[src/rtl/qspe_pkg.sv]
// ----------------------------------------------------------------------------
// qspe_pkg
// Shared types and constants for the shortest path engine.
// ----------------------------------------------------------------------------
package qspe_pkg;

  localparam int MaxNodes   = 1024;
  localparam int MaxEdges   = 8192;
  localparam int WeightBits = 16;
  localparam int NodeBits   = $clog2(MaxNodes);
  localparam int EdgeBits   = $clog2(MaxEdges);
  localparam int EptrBits   = EdgeBits + 1;
  localparam int DistBits   = 27;
  localparam int OutBits    = 26;
  localparam int CntBits    = 11;
  localparam int EntryBits  = NodeBits + WeightBits + EptrBits;

  localparam logic [DistBits-1:0] DistInf = {DistBits{1'b1}};
  localparam logic [OutBits-1:0]  DistMax = {OutBits{1'b1}};
  localparam logic [EptrBits-1:0] EdgeNone = EptrBits'(MaxEdges);

  typedef enum logic [1:0] {
    CMD_CLEAR = 2'd0,
    CMD_ADD   = 2'd1,
    CMD_RUN   = 2'd2,
    CMD_QUERY = 2'd3
  } cmd_t;

  typedef enum logic [1:0] {
    ST_OK   = 2'd0,
    ST_FULL = 2'd1,
    ST_BAD  = 2'd2
  } status_t;

  typedef enum logic [4:0] {
    S_IDLE, S_SWEEP, S_ADD_RD, S_ADD_WR, S_RUN_INIT, S_RUN_SEED,
    S_POP, S_POP_WAIT, S_HEAD_RD, S_EDGE_RD, S_EDGE_WAIT, S_RELAX_RD,
    S_RELAX, S_QRY_RD, S_QRY_WAIT, S_DONE, S_BOOT
  } state_t;

  // controller -> datapath
  typedef struct packed {
    logic load_in;      // latch input word
    logic sweep_start;  // begin clear sweep of heads (clr) or dist/flags (run)
    logic sweep_run;    // sweep targets dist/flags rather than heads
    logic sweep_step;
    logic add_rd;       // read head[to]
    logic add_wr;       // write edge and head
    logic seed;         // dist[target]=0, push target
    logic pop_rd;       // read dist of queue head
    logic pop;          // consume queue head, clear flag, read head list
    logic edge_rd;      // load cursor from head list
    logic relax_rd;     // read dist/flag of tail
    logic relax;        // compare and update
    logic qry_rd;
    logic qry_take;
    logic set_status;
    status_t status;
    logic out_load;
  } ctl_t;

  // datapath -> controller
  typedef struct packed {
    logic    sweep_done;
    logic    q_empty;
    logic    edge_end;    // cursor is empty marker
    logic    tail_ok;     // edge tail below limit
    logic    bad_ep;
    logic    bad_node;
    logic    full;
    cmd_t    cmd;
  } sts_t;

endpackage

[src/rtl/qspe_ctrl.sv]
// ----------------------------------------------------------------------------
// qspe_ctrl
// Command sequencer for clear, add, run and query.
// ----------------------------------------------------------------------------
module qspe_ctrl (
  input  logic           clk,
  input  logic           rst,
  input  logic           in_fire,
  output logic           in_ready,
  output logic           out_valid,
  input  logic           out_ready,
  input  qspe_pkg::sts_t sts,
  output qspe_pkg::ctl_t ctl
);
  import qspe_pkg::*;

  state_t state, state_next;

  always_ff @(posedge clk) begin
    if (rst) state <= S_BOOT;
    else state <= state_next;
  end

  always_ff @(posedge clk) begin
    if (rst) out_valid <= 1'b0;
    else if (ctl.out_load) out_valid <= 1'b1;
    else if (out_ready) out_valid <= 1'b0;
  end

  assign in_ready = (state == S_IDLE);

  always_comb begin
    state_next = state;
    ctl = '0;
    ctl.status = ST_OK;
    unique case (state)
      S_BOOT: begin
        // empty every head list once after reset
        ctl.sweep_step = 1'b1;
        if (sts.sweep_done) state_next = S_IDLE;
      end
      S_IDLE: begin
        if (in_fire) begin
          ctl.load_in = 1'b1;
          state_next = S_SWEEP;
        end
      end
      S_SWEEP: begin
        // dispatch on latched command
        unique case (sts.cmd)
          CMD_CLEAR: begin ctl.sweep_start = 1'b1; state_next = S_RUN_INIT; end
          CMD_ADD: begin
            if (sts.bad_ep) begin
              ctl.set_status = 1'b1; ctl.status = ST_BAD; state_next = S_DONE;
            end else if (sts.full) begin
              ctl.set_status = 1'b1; ctl.status = ST_FULL; state_next = S_DONE;
            end else state_next = S_ADD_RD;
          end
          CMD_RUN: begin
            if (sts.bad_node) begin
              ctl.set_status = 1'b1; ctl.status = ST_BAD; state_next = S_DONE;
            end else begin
              ctl.sweep_start = 1'b1; ctl.sweep_run = 1'b1; state_next = S_RUN_INIT;
            end
          end
          CMD_QUERY: begin
            if (sts.bad_node) begin
              ctl.set_status = 1'b1; ctl.status = ST_BAD; state_next = S_DONE;
            end else state_next = S_QRY_RD;
          end
          default: state_next = S_DONE;
        endcase
      end
      S_RUN_INIT: begin
        ctl.sweep_step = 1'b1;
        ctl.sweep_run = (sts.cmd == CMD_RUN);
        if (sts.sweep_done) state_next = (sts.cmd == CMD_RUN) ? S_RUN_SEED : S_DONE;
      end
      S_ADD_RD: begin ctl.add_rd = 1'b1; state_next = S_ADD_WR; end
      S_ADD_WR: begin ctl.add_wr = 1'b1; state_next = S_DONE; end
      S_RUN_SEED: begin ctl.seed = 1'b1; state_next = S_POP; end
      S_POP: begin
        if (sts.q_empty) state_next = S_DONE;
        else state_next = S_POP_WAIT;
      end
      S_POP_WAIT: begin ctl.pop_rd = 1'b1; state_next = S_HEAD_RD; end
      S_HEAD_RD: begin ctl.pop = 1'b1; state_next = S_EDGE_RD; end
      S_EDGE_RD: begin ctl.edge_rd = 1'b1; state_next = S_EDGE_WAIT; end
      S_EDGE_WAIT: begin
        if (sts.edge_end) state_next = S_POP;
        else state_next = S_RELAX_RD;
      end
      S_RELAX_RD: begin
        // edge word valid: latch weight/next, read tail dist
        if (sts.tail_ok) begin
          ctl.relax_rd = 1'b1; state_next = S_RELAX;
        end else begin
          ctl.relax_rd = 1'b1; state_next = S_QRY_WAIT;
        end
      end
      S_QRY_WAIT: begin
        // skipped edge or query read wait
        if (sts.cmd == CMD_QUERY) begin
          ctl.qry_take = 1'b1; state_next = S_DONE;
        end else state_next = S_EDGE_WAIT;
      end
      S_RELAX: begin ctl.relax = 1'b1; state_next = S_EDGE_WAIT; end
      S_QRY_RD: begin ctl.qry_rd = 1'b1; state_next = S_QRY_WAIT; end
      S_DONE: begin
        // wait here while the previous result word is still held
        if (!out_valid || out_ready) begin
          ctl.out_load = 1'b1; state_next = S_IDLE;
        end
      end
      default: state_next = S_IDLE;
    endcase
  end

  assert property (@(posedge clk) disable iff (rst) in_fire |-> state == S_IDLE)
    else $error("word accepted while busy");
  assert property (@(posedge clk) disable iff (rst) ctl.out_load |=> out_valid)
    else $error("result lost");
  assert property (@(posedge clk) disable iff (rst) ctl.relax |-> $past(ctl.relax_rd))
    else $error("relax without tail read");

endmodule

[config.mk]
export PLATFORM = sky130hd
export DESIGN_NAME = qspe_ctrl
export DESIGN_NICKNAME = d
export VERILOG_FILES = /design/src/rtl/qspe_pkg.sv /design/src/rtl/qspe_ctrl.sv
export SDC_FILE = /design/constraint.sdc
export NUM_CORES = 1
export LEC_CHECK = 0
export ABC_AREA = 1
export BUFFER_PORTS_ARGS = -buffer_cell sky130_fd_sc_hd__buf_2
export CORE_UTILIZATION = 30
export DETAILED_ROUTE_END_ITERATION = 10
export GPL_ROUTABILITY_DRIVEN = 0
export SYNTH_ARGS = -nofsm -noshare
export SYNTH_HDL_FRONTEND = slang
export SYNTH_SLANG_ARGS = --single-unit
[constraint.sdc]
create_clock -name clk -period 3.6 [get_ports clk]
set_input_delay 0.72 -clock clk [delete_from_list [all_inputs] [get_ports clk]]
set_output_delay 0.72 -clock clk [all_outputs]
set_load 0.01 [all_outputs]
==> results of run 1 <==
power by group:
part	total (mW)	switching [mW]	internal, mW	leakage, nW
registers	0.0745	0.00509	0.0694	0.0488
logic	0.0561	0.0358	0.0203	0.551
clock network	0.0595	0.0220	0.0376	0.0138
cells by family after synthesis:
family | after synthesis | share of synthesized area (%)
AND/OR/NAND/NOR | 95 | 55.92
buffers and inverters | 31 | 16.47
AO/OA/AOI/OAI | 14 | 11.15
flip-flops | 6 | 16.47
metrics by stage:
stage                     util, %  hold slack [ns]
final                       41.68           0.5772
after global routing        41.68           0.6230
after CTS                   41.68           0.5807
after detailed placement    40.68           0.5705
after global placement      40.68           0.5687
after floorplan                 -           0.5459
sequential cells by signal, summed over array words and instances, names as in the netlist:
name       flops
state          5
out_valid      1
placed cells by master (no fill, tap or decap):
cell type / instances
clkbuf_4: 3
nand3_2: 1
nand2_1: 43
inv_2: 2
nor2_2: 4
a21oi_1: 6
and2_0: 1
nor2_1: 30
o21a_1: 2
nor2_4: 1
dfxtp_1: 6
o21ai_1: 1
o21ai_0: 2
o22ai_1: 1
nand3_1: 8
nand2_2: 2
nor3_1: 2
buf_2: 32
nor4_1: 1
inv_1: 28
nand4_1: 2
o211ai_1: 2
per-layer routing:
layer,vias to the layer above,wire length [um]
met5,-,0
met4,0,0
met3,0,101
met2,24,961
met1,419,882
li1,515,-
tightest hold or removal path, delay by kind of cell, from the launching register on:
| kind | cells | cell delay (ns) |
|---|---|---|
| buffers and inverters | 1 | 0.04 |
| flip-flops | 1 | 0.30 |
| AND/OR/NAND/NOR | 3 | 0.19 |
area by class of cell:
class | count | share of cell area, %
Multi-Input combinational cell | 109 | 52.06
Timing Repair Buffer | 32 | 17.04
Sequential cell | 6 | 12.78
Inverter | 30 | 11.98
Tap cell | 28 | 3.728
Clock buffer | 3 | 2.397
worst max-delay path by stage:
stage,startpoint,to,slack [ns],cells past startpoint
final,state[2],ctl[2],1.25,7
after global routing,state[2],ctl[2],1.06,7
after CTS,state[2],ctl[2],1.24,7
after detailed placement,sts[0],ctl[1],1.38,6
after global placement,sts[0],ctl[1],1.43,6
after floorplan,sts[0],ctl[1],1.52,4
==> metrics.txt, run 1 <==
Starting Density=about 32%; Placed Area=roughly 920 um^2; Hold Crit Class=flop to flop; most frequent cell after synthesis=nand2_1; Least-Margin Pin Slew=0.4201 ns; RSZ-0062 raised after global routing=false; R2R depth=9; Post-synth EDFFs=0; leakage=between 0.6 and 0.7 nW; ys async rst share=0%; DRT iter0 DRCs=22; slew margin rel.=71.96%; final slew viol count=0; GRT busiest layer=met2; f_max=around 420 MHz; skew final=0.004190 ns; htree depth=1; crit-path max cell delay=0.43 ns; initial antenna violation count=0; Synth Register Bits=6; period utilization=around 65%; post-synth top area cell=nand2_1; number of distinct library cells after synthesis=21; pwr dens=202.3 nW/um^2; die height=~51 um; routed len/inst=9.351 um; CP endpoint kind=output port; total routed wirelength=~1.9 mm; setup TNS=0 ns; Final min period=2.354 ns; area of the multi-input gates=489.2 um^2; Reg area=roughly 120 um^2; top cells by count, synth=43 x nand2_1, 30 x nor2_1, 28 x inv_1; Seq/Total Area, Yosys=16.47%; post-route cell area=939.7 um^2; drt pass-1 iters=4; Worst EP required=2.88 ns; RR Startpoint=state[2]; Hold Crit Depth=4; Hold EP=out_valid; cells along the critical path=nor2_2 > nand2_2 > nor2_2 > inv_1 > nor2_1 > o21a_1 > buf_2; clk sinks=6; Placed Cells=between 200 and 250; TritonCTS Buffers=3; Crit Path Max Fanout=11; die area=2633 um^2; DP HPWL=1.683 mm; fin nets=195; Synth top area share=22.13%; GR Layer Usage met3=2.381%; routing usage on met2=27.63%; status=finished clean; fin worst setup slack=approximately 1.2 ns; Top cell by count, worst path=nor2_2; P&R area growth vs syn=28.82%; largest net degree at the start of global routing=12; flop2flop setup slack=2.10 ns; Filler cells=274; I/O pin total=33; row cnt=17; Buf/Inv on CP=2; CTS resizes=0; fin cells=208; CP max-delay cell=dfxtp_1; Top Family by Delay on Critical Path=simple AND/OR/NAND/NOR gates; HP Start=out_valid; crit path kind=flop to output port; Yosys Warn Count=0; worst-case clock buffer depth=2; Gate Count Post-Synth=146; CTS tree=done; pre-CTS WS=1.383 ns; Reg2Reg Capture Point=state[1]; antenna viol nets, final=0; all-layer global routing usage=16.12%; Avg Cell Area, Syn=4.996 um^2; PortBufs=32; overall power=between 150 and 200 uW; worst skew pair latency=0.24 ns; Remaining DRCs=0; via-per-instance ratio=4.606; CTS Root Cell=clkbuf_4; Core ar.=2255 um^2; M1 GR Usage=20.96%; CP arrival=1.63 ns; post-cts hold buffer count=0; Vias=roughly 960; Post-CTS Setup Repair Bufs=0; layout cell share with drive strength beyond 1=about 25%; Mapped Nets=159; die width=51.31 um; Final Setup Violations=0; Clock transition at path regs=0.05 ns; Top FF cell, synth=dfxtp_1; first-pass GRT wire length=3.215 mm; MaxCap Viol Count=0; vias in the first global route=807; maximum VDD drop=around 0.00016 V; GRT overflow=0; Synth area leaders=nand2_1 22%, dfxtp_1 16%, nor2_1 15%; crit start category=flop; synthesized cell area=729.5 um^2; ANT cells=0; Final Hold Fails=0
Note: power is estimated with default switching activity, not from simulation.
==> run 2: changes to the inputs <==
Clock period 3.6 ns to 2.21 ns, I/O delays scaled along.
==> run 2 against run 1 <==
Net effect:
- utilization rose by 0.33 points
- critical path type unchanged
- first-iteration DRC count rose by 14%
- clock power rose by 71%
- clock-buffer cell count did not move
- final cell count rose by 0.48%
==> metrics.txt, run 2 (synthesis gave the netlist of run 1 again) <==
status=finished clean; post-cts hold buffer count=0; Hold Crit Class=input pin to flop; ANT cells=0; leakage=0.6194 nW; setup TNS=0 ns; die width=slightly above 50 um; MaxCap Viol Count=0; CTS resizes=0; initial antenna violation count=0; Final Setup Violations=0; P&R area growth vs syn=29.85%; slew margin rel.=about three quarters; final core occ=42.01%; CP arrival=1.58 ns; layout cell share with drive strength beyond 1=25.41%; Final Hold Fails=0; DRT iter0 DRCs=25; TritonCTS Buffers=3; max reg flops=5; pwr dens=332.4 nW/um^2; via-per-instance ratio=4.560; Vias=approximately 950; commonest non-fill, non-tap cell in the layout=nand2_1; Placed Cells=206; largest reg by FF count=state; RSZ-0062 raised after global routing=false; maximum VDD drop=0.0002792 V; DP HPWL=1.716 mm; CP endpoint kind=output port; first-pass GRT wire length=about 3.3 mm; all-layer global routing usage=16.67%; Clock transition at path regs=around 0.050 ns; GRT overflow=0; fin nets=between 150 and 200; final slew viol count=0; Reg2Reg Capture Point=state[1]; CTS Root Cell=clkbuf_4; crit start category=flop; flop2flop setup slack=0.65 ns; largest net degree at the start of global routing=12; crit path kind=flop to output port; Final min period=2.026 ns; total routed wirelength=slightly below 2 mm; Post-CTS Setup Repair Bufs=0; Remaining DRCs=0; vias in the first global route=around 790; fin cells=209; htree depth=1; row cnt=17; most frequent cells in the layout=43 x nand2_1, 32 x buf_2, 30 x nor2_1; clk sinks=6; skew final=0.0006773 ns; R2R depth=9; worst skew pair latency=0.25 ns; PortBufs=32; HP Start=rst; die height=51.31 um; Hold Crit Depth=2; Least-Margin Pin Slew=0.3853 ns; Placed Area=approximately 920 um^2; CTS tree=done; Core ar.=2255 um^2; Starting Density=around 32%; post-route cell area=947.2 um^2; antenna viol nets, final=0; crit path launch=state[2]; largest registers=state (5), out_valid (1); Crit Path Max Fanout=11; I/O pin total=33; Worst EP required=1.77 ns; die area=about 2600 um^2; routed len/inst=9.450 um; worst-case clock buffer depth=2; f_max=493.5 MHz; period utilization=91.69%; RR Startpoint=state[2]; drt pass-1 iters=4; Hold EP=state[3]
==> run 2: cell types whose count changed in the layout (fill, tap and decap cells not counted), sizes merged <==
cell / previous run / this run
buf: 32 / 33
==> run 2: worst max path at each step <==
stage                     cells past startpoint     end
final                                         7  ctl[2]
after global routing                          7  ctl[2]
after CTS                                     7  ctl[2]
after detailed placement                      7  ctl[2]
after global placement                        7  ctl[2]
after floorplan                               5  ctl[1]
==> run 2: where the power goes <==
group / total, mW / internal (mW) / switching [mW]
Sequential: 0.121 / 0.113 / 0.00776
Clock: 0.102 / 0.0615 / 0.0409
Combinational: 0.0917 / 0.0332 / 0.0585
Total: 0.315 / 0.208 / 0.107
==> run 2: worst max-delay path: stages (launching register included) <==
cell and delay (ns):
dfxtp_1 0.42, nor2_2 0.21, nand2_2 0.11, nor2_2 0.13, inv_1 0.10, nor2_1 0.13
o21a_1 0.13, buf_2 0.12
==> run 2: layout make-up <==
cell class	instances	area, um^2
well taps	28	35.03
fillers	258	1308
clock buffers	3	22.52
flip-flops and latches	6	120.1
repair buffers	33	167.7
inverters	30	112.6
multi-input cells	109	489.2
==> run 2: metal layers <==
layer	part of all wire [%]	track usage, %
met1	46	21.28
met2	48	26.97
met3	4.7	3.571
met4	1.1	6.757
met5	0	0
==> run 2: per-stage QoR <==
step	total power, mW	hold slack, ns	setup slack (ns)
2_1_floorplan	0.1811	0.5111	0.6515
3_3_place_gp	0.2145	0.5662	0.4821
3_5_place_dp	0.2143	0.5724	0.4497
4_1_cts	0.3182	0.4267	0.1758
5_1_grt	0.3394	0.4288	0.03125
6_report	0.3148	0.4330	0.1835
==> run 3: changes to the inputs <==
Settings changed: ABC_AREA 1 to 0, SLEW_MARGIN set to 20.
==> run 3 against run 2 <==
Net effect:
- the run now ends with setup timing left
- clock power is essentially flat
- fmax is 9.2% lower
- synthesized cell count down 29%
- worst setup slack worse by 0.20 ns
- sequential power down 7%
- combinational power shrank 28%
- clock-buffer cell count unchanged
- register-to-register slack worse by 0.23 ns
- final cell count down 22%
==> metrics.txt, run 3 <==
Seq/Total Area, Yosys=a little under a fifth; most frequent cell after synthesis=nand2_1; Clock transition at path regs=0.05 ns; Least-Margin Pin Slew=0.3406 ns; total routed wirelength=between 2 and 2.5 mm; CP endpoint kind=output port; ys async rst share=0%; row cnt=16; Gate Count Post-Synth=about 100; antenna viol nets, final=0; largest reg by FF count=state; commonest non-fill, non-tap cell in the layout=buf_2; Top FF cell, synth=dfxtp_1; DP HPWL=1.526 mm; worst skew pair latency=about 0.25 ns; status=finished with violations; post-synthesis xor/xnor area fraction=between 1 and 1.5%; failing checks=setup timing; I/O pin total=33; CTS Root Cell=clkbuf_4; Crit Path Max Fanout=6; CP arrival=1.79 ns; most frequent cells in the layout=32 x buf_2, 13 x nand2_1, 12 x nor2_1; GRT overflow=0; skew final=0.005479 ns; routed len/inst=12.30 um; die area=2411 um^2; worst-case clock buffer depth=2; number of distinct library cells after synthesis=36; Core ar.=2022 um^2; PortBufs=32; Synth Register Bits=6; layout cell share with drive strength beyond 1=37.23%; slew margin rel.=77.26%; leakage=between 0.3 and 0.4 nW; largest registers=state (5), out_valid (1); Synth Area in Compound Gates=approximately a quarter; clk sinks=6; top cells by count, synth=13 x nand2_1, 12 x nor2_1, 8 x nor3_1; Synth top area share=a little under a fifth; maximum VDD drop=0.0001163 V; pwr dens=307.1 nW/um^2; synthesized cell area=665.6 um^2; Synth Area in Simple Gates=46.05%; Post-CTS Setup Repair Bufs=0; crit start category=flop; first-pass GRT wire length=3.429 mm; via-per-instance ratio=5.476; TritonCTS Buffers=3; max reg flops=5; Placed Area=873.3 um^2; Avg Cell Area, Syn=6.400 um^2; Post-synth EDFFs=0; MaxCap Viol Count=0; CP max-delay cell=or3b_4; Remaining DRCs=0; drt pass-1 iters=4; Worst EP required=1.77 ns; fin nets=between 150 and 200; die width=49.11 um; crit path kind=flop to output port; Yosys Warn Count=0; Synth area leaders=dfxtp_1 18%, nand2_1 7.3%, nor2_1 6.8%; DRT iter0 DRCs=22; RSZ-0062 raised after global routing=true; post-synth top area cell=dfxtp_1; htree depth=1; f_max=448.3 MHz; all-layer global routing usage=18.35%; CTS tree=done; post-synthesis adder-cell area fraction=1.504%; ANT cells=0; P&R area growth vs syn=37.78%; die height=49.11 um; cells along the critical path=or3b_4 > or3_4 > nor4bb_2 > buf_2; mux cell area share after synthesis=0%; Final Hold Slack=a little over 0.4 ns; main combinational cell family by area after synthesis=simple AND/OR/NAND/NOR gates; Starting Density=between 30% and 40%; fin worst setup slack=-0.02065 ns; Final Hold Fails=0; largest net degree at the start of global routing=18; initial antenna violation count=0; Final min period=about 2.2 ns; Hold Crit Class=input pin to flop; vias in the first global route=776; Final Setup Violations=1; pre-CTS WS=0.2038 ns; post-route cell area=approximately 920 um^2; crit-path max cell delay=0.41 ns; period utilization=100.9%; final slew viol count=0; Vias=898; post-cts hold buffer count=0; Mapped Nets=~120
run 3: path summary, 6_finish.rpt:
path / from / end / slack (ns) / depth (start not counted)
setup / recovery: state[4] / ctl[1] / -0.02 / 4
hold / removal: rst / out_valid / 0.41 / 2
setup reg to reg: state[0] / state[3] / 0.42 / 6
hold reg to reg: out_valid / out_valid / 0.52 / 2
run 3: per-layer routing:
layer | up-vias | routed length [um] | GRT usage (%)
li1 | 443 | - | -
met1 | 410 | 920 | 23.46
met2 | 40 | 927 | 28.08
met3 | 5 | 119 | 2.492
met4 | 0 | 51 | 12.75
met5 | - | 0 | 0
run 3: report_power, final:
part           total (mW)  internal (mW)  switching (mW)  leakage, nW
clock               0.104         0.0616          0.0422       0.0138
combinational      0.0661         0.0292          0.0370        0.333
sequential          0.112          0.111         0.00117       0.0487
total               0.282          0.201          0.0803        0.395
run 3: final cells by class:
type / instances / area [um^2]
fillers: 207 / 1105
multi-input cells: 88 / 524.3
repair buffers: 39 / 212.7
flip-flops and latches: 6 / 120.1
well taps: 27 / 33.78
clock buffers: 3 / 22.52
inverters: 1 / 3.754
run 3: worst max-delay path, delay by kind of cell (launching register included):
family                 cells  cell delay (ns)
buffers and inverters      1             0.17
flip-flops                 1             0.31
AND/OR/NAND/NOR            3             1.05
run 3: timing repair:
item / 4_1_cts / 5_1_grt
resized for setup: 1 / 3
gates cloned: 0 / 0
setup endpoints to repair: 3 / 4
run 3: cell families (layout without fill, tap and decap cells):
| family | Yosys count | after routing |
|---|---|---|
| simple gates | 58 | 58 |
| compound gates | 28 | 28 |
| buf+inv | 10 | 43 |
| flops | 6 | 6 |
| fa+ha+maj | 1 | 1 |
| xor+xnor | 1 | 1 |
run 3: through the flow:
stage          setup TNS, ns  util (%)  std cells  total power [mW]
3_3_place_gp               0     43.19        161            0.1764
6_report            -0.02065     45.36        164            0.2817
5_1_grt              -0.1251     45.36        164            0.2939
2_1_floorplan              0         -        104            0.1498
3_5_place_dp               0     43.19        161            0.1772
4_1_cts             -0.02387     44.55        164            0.2823
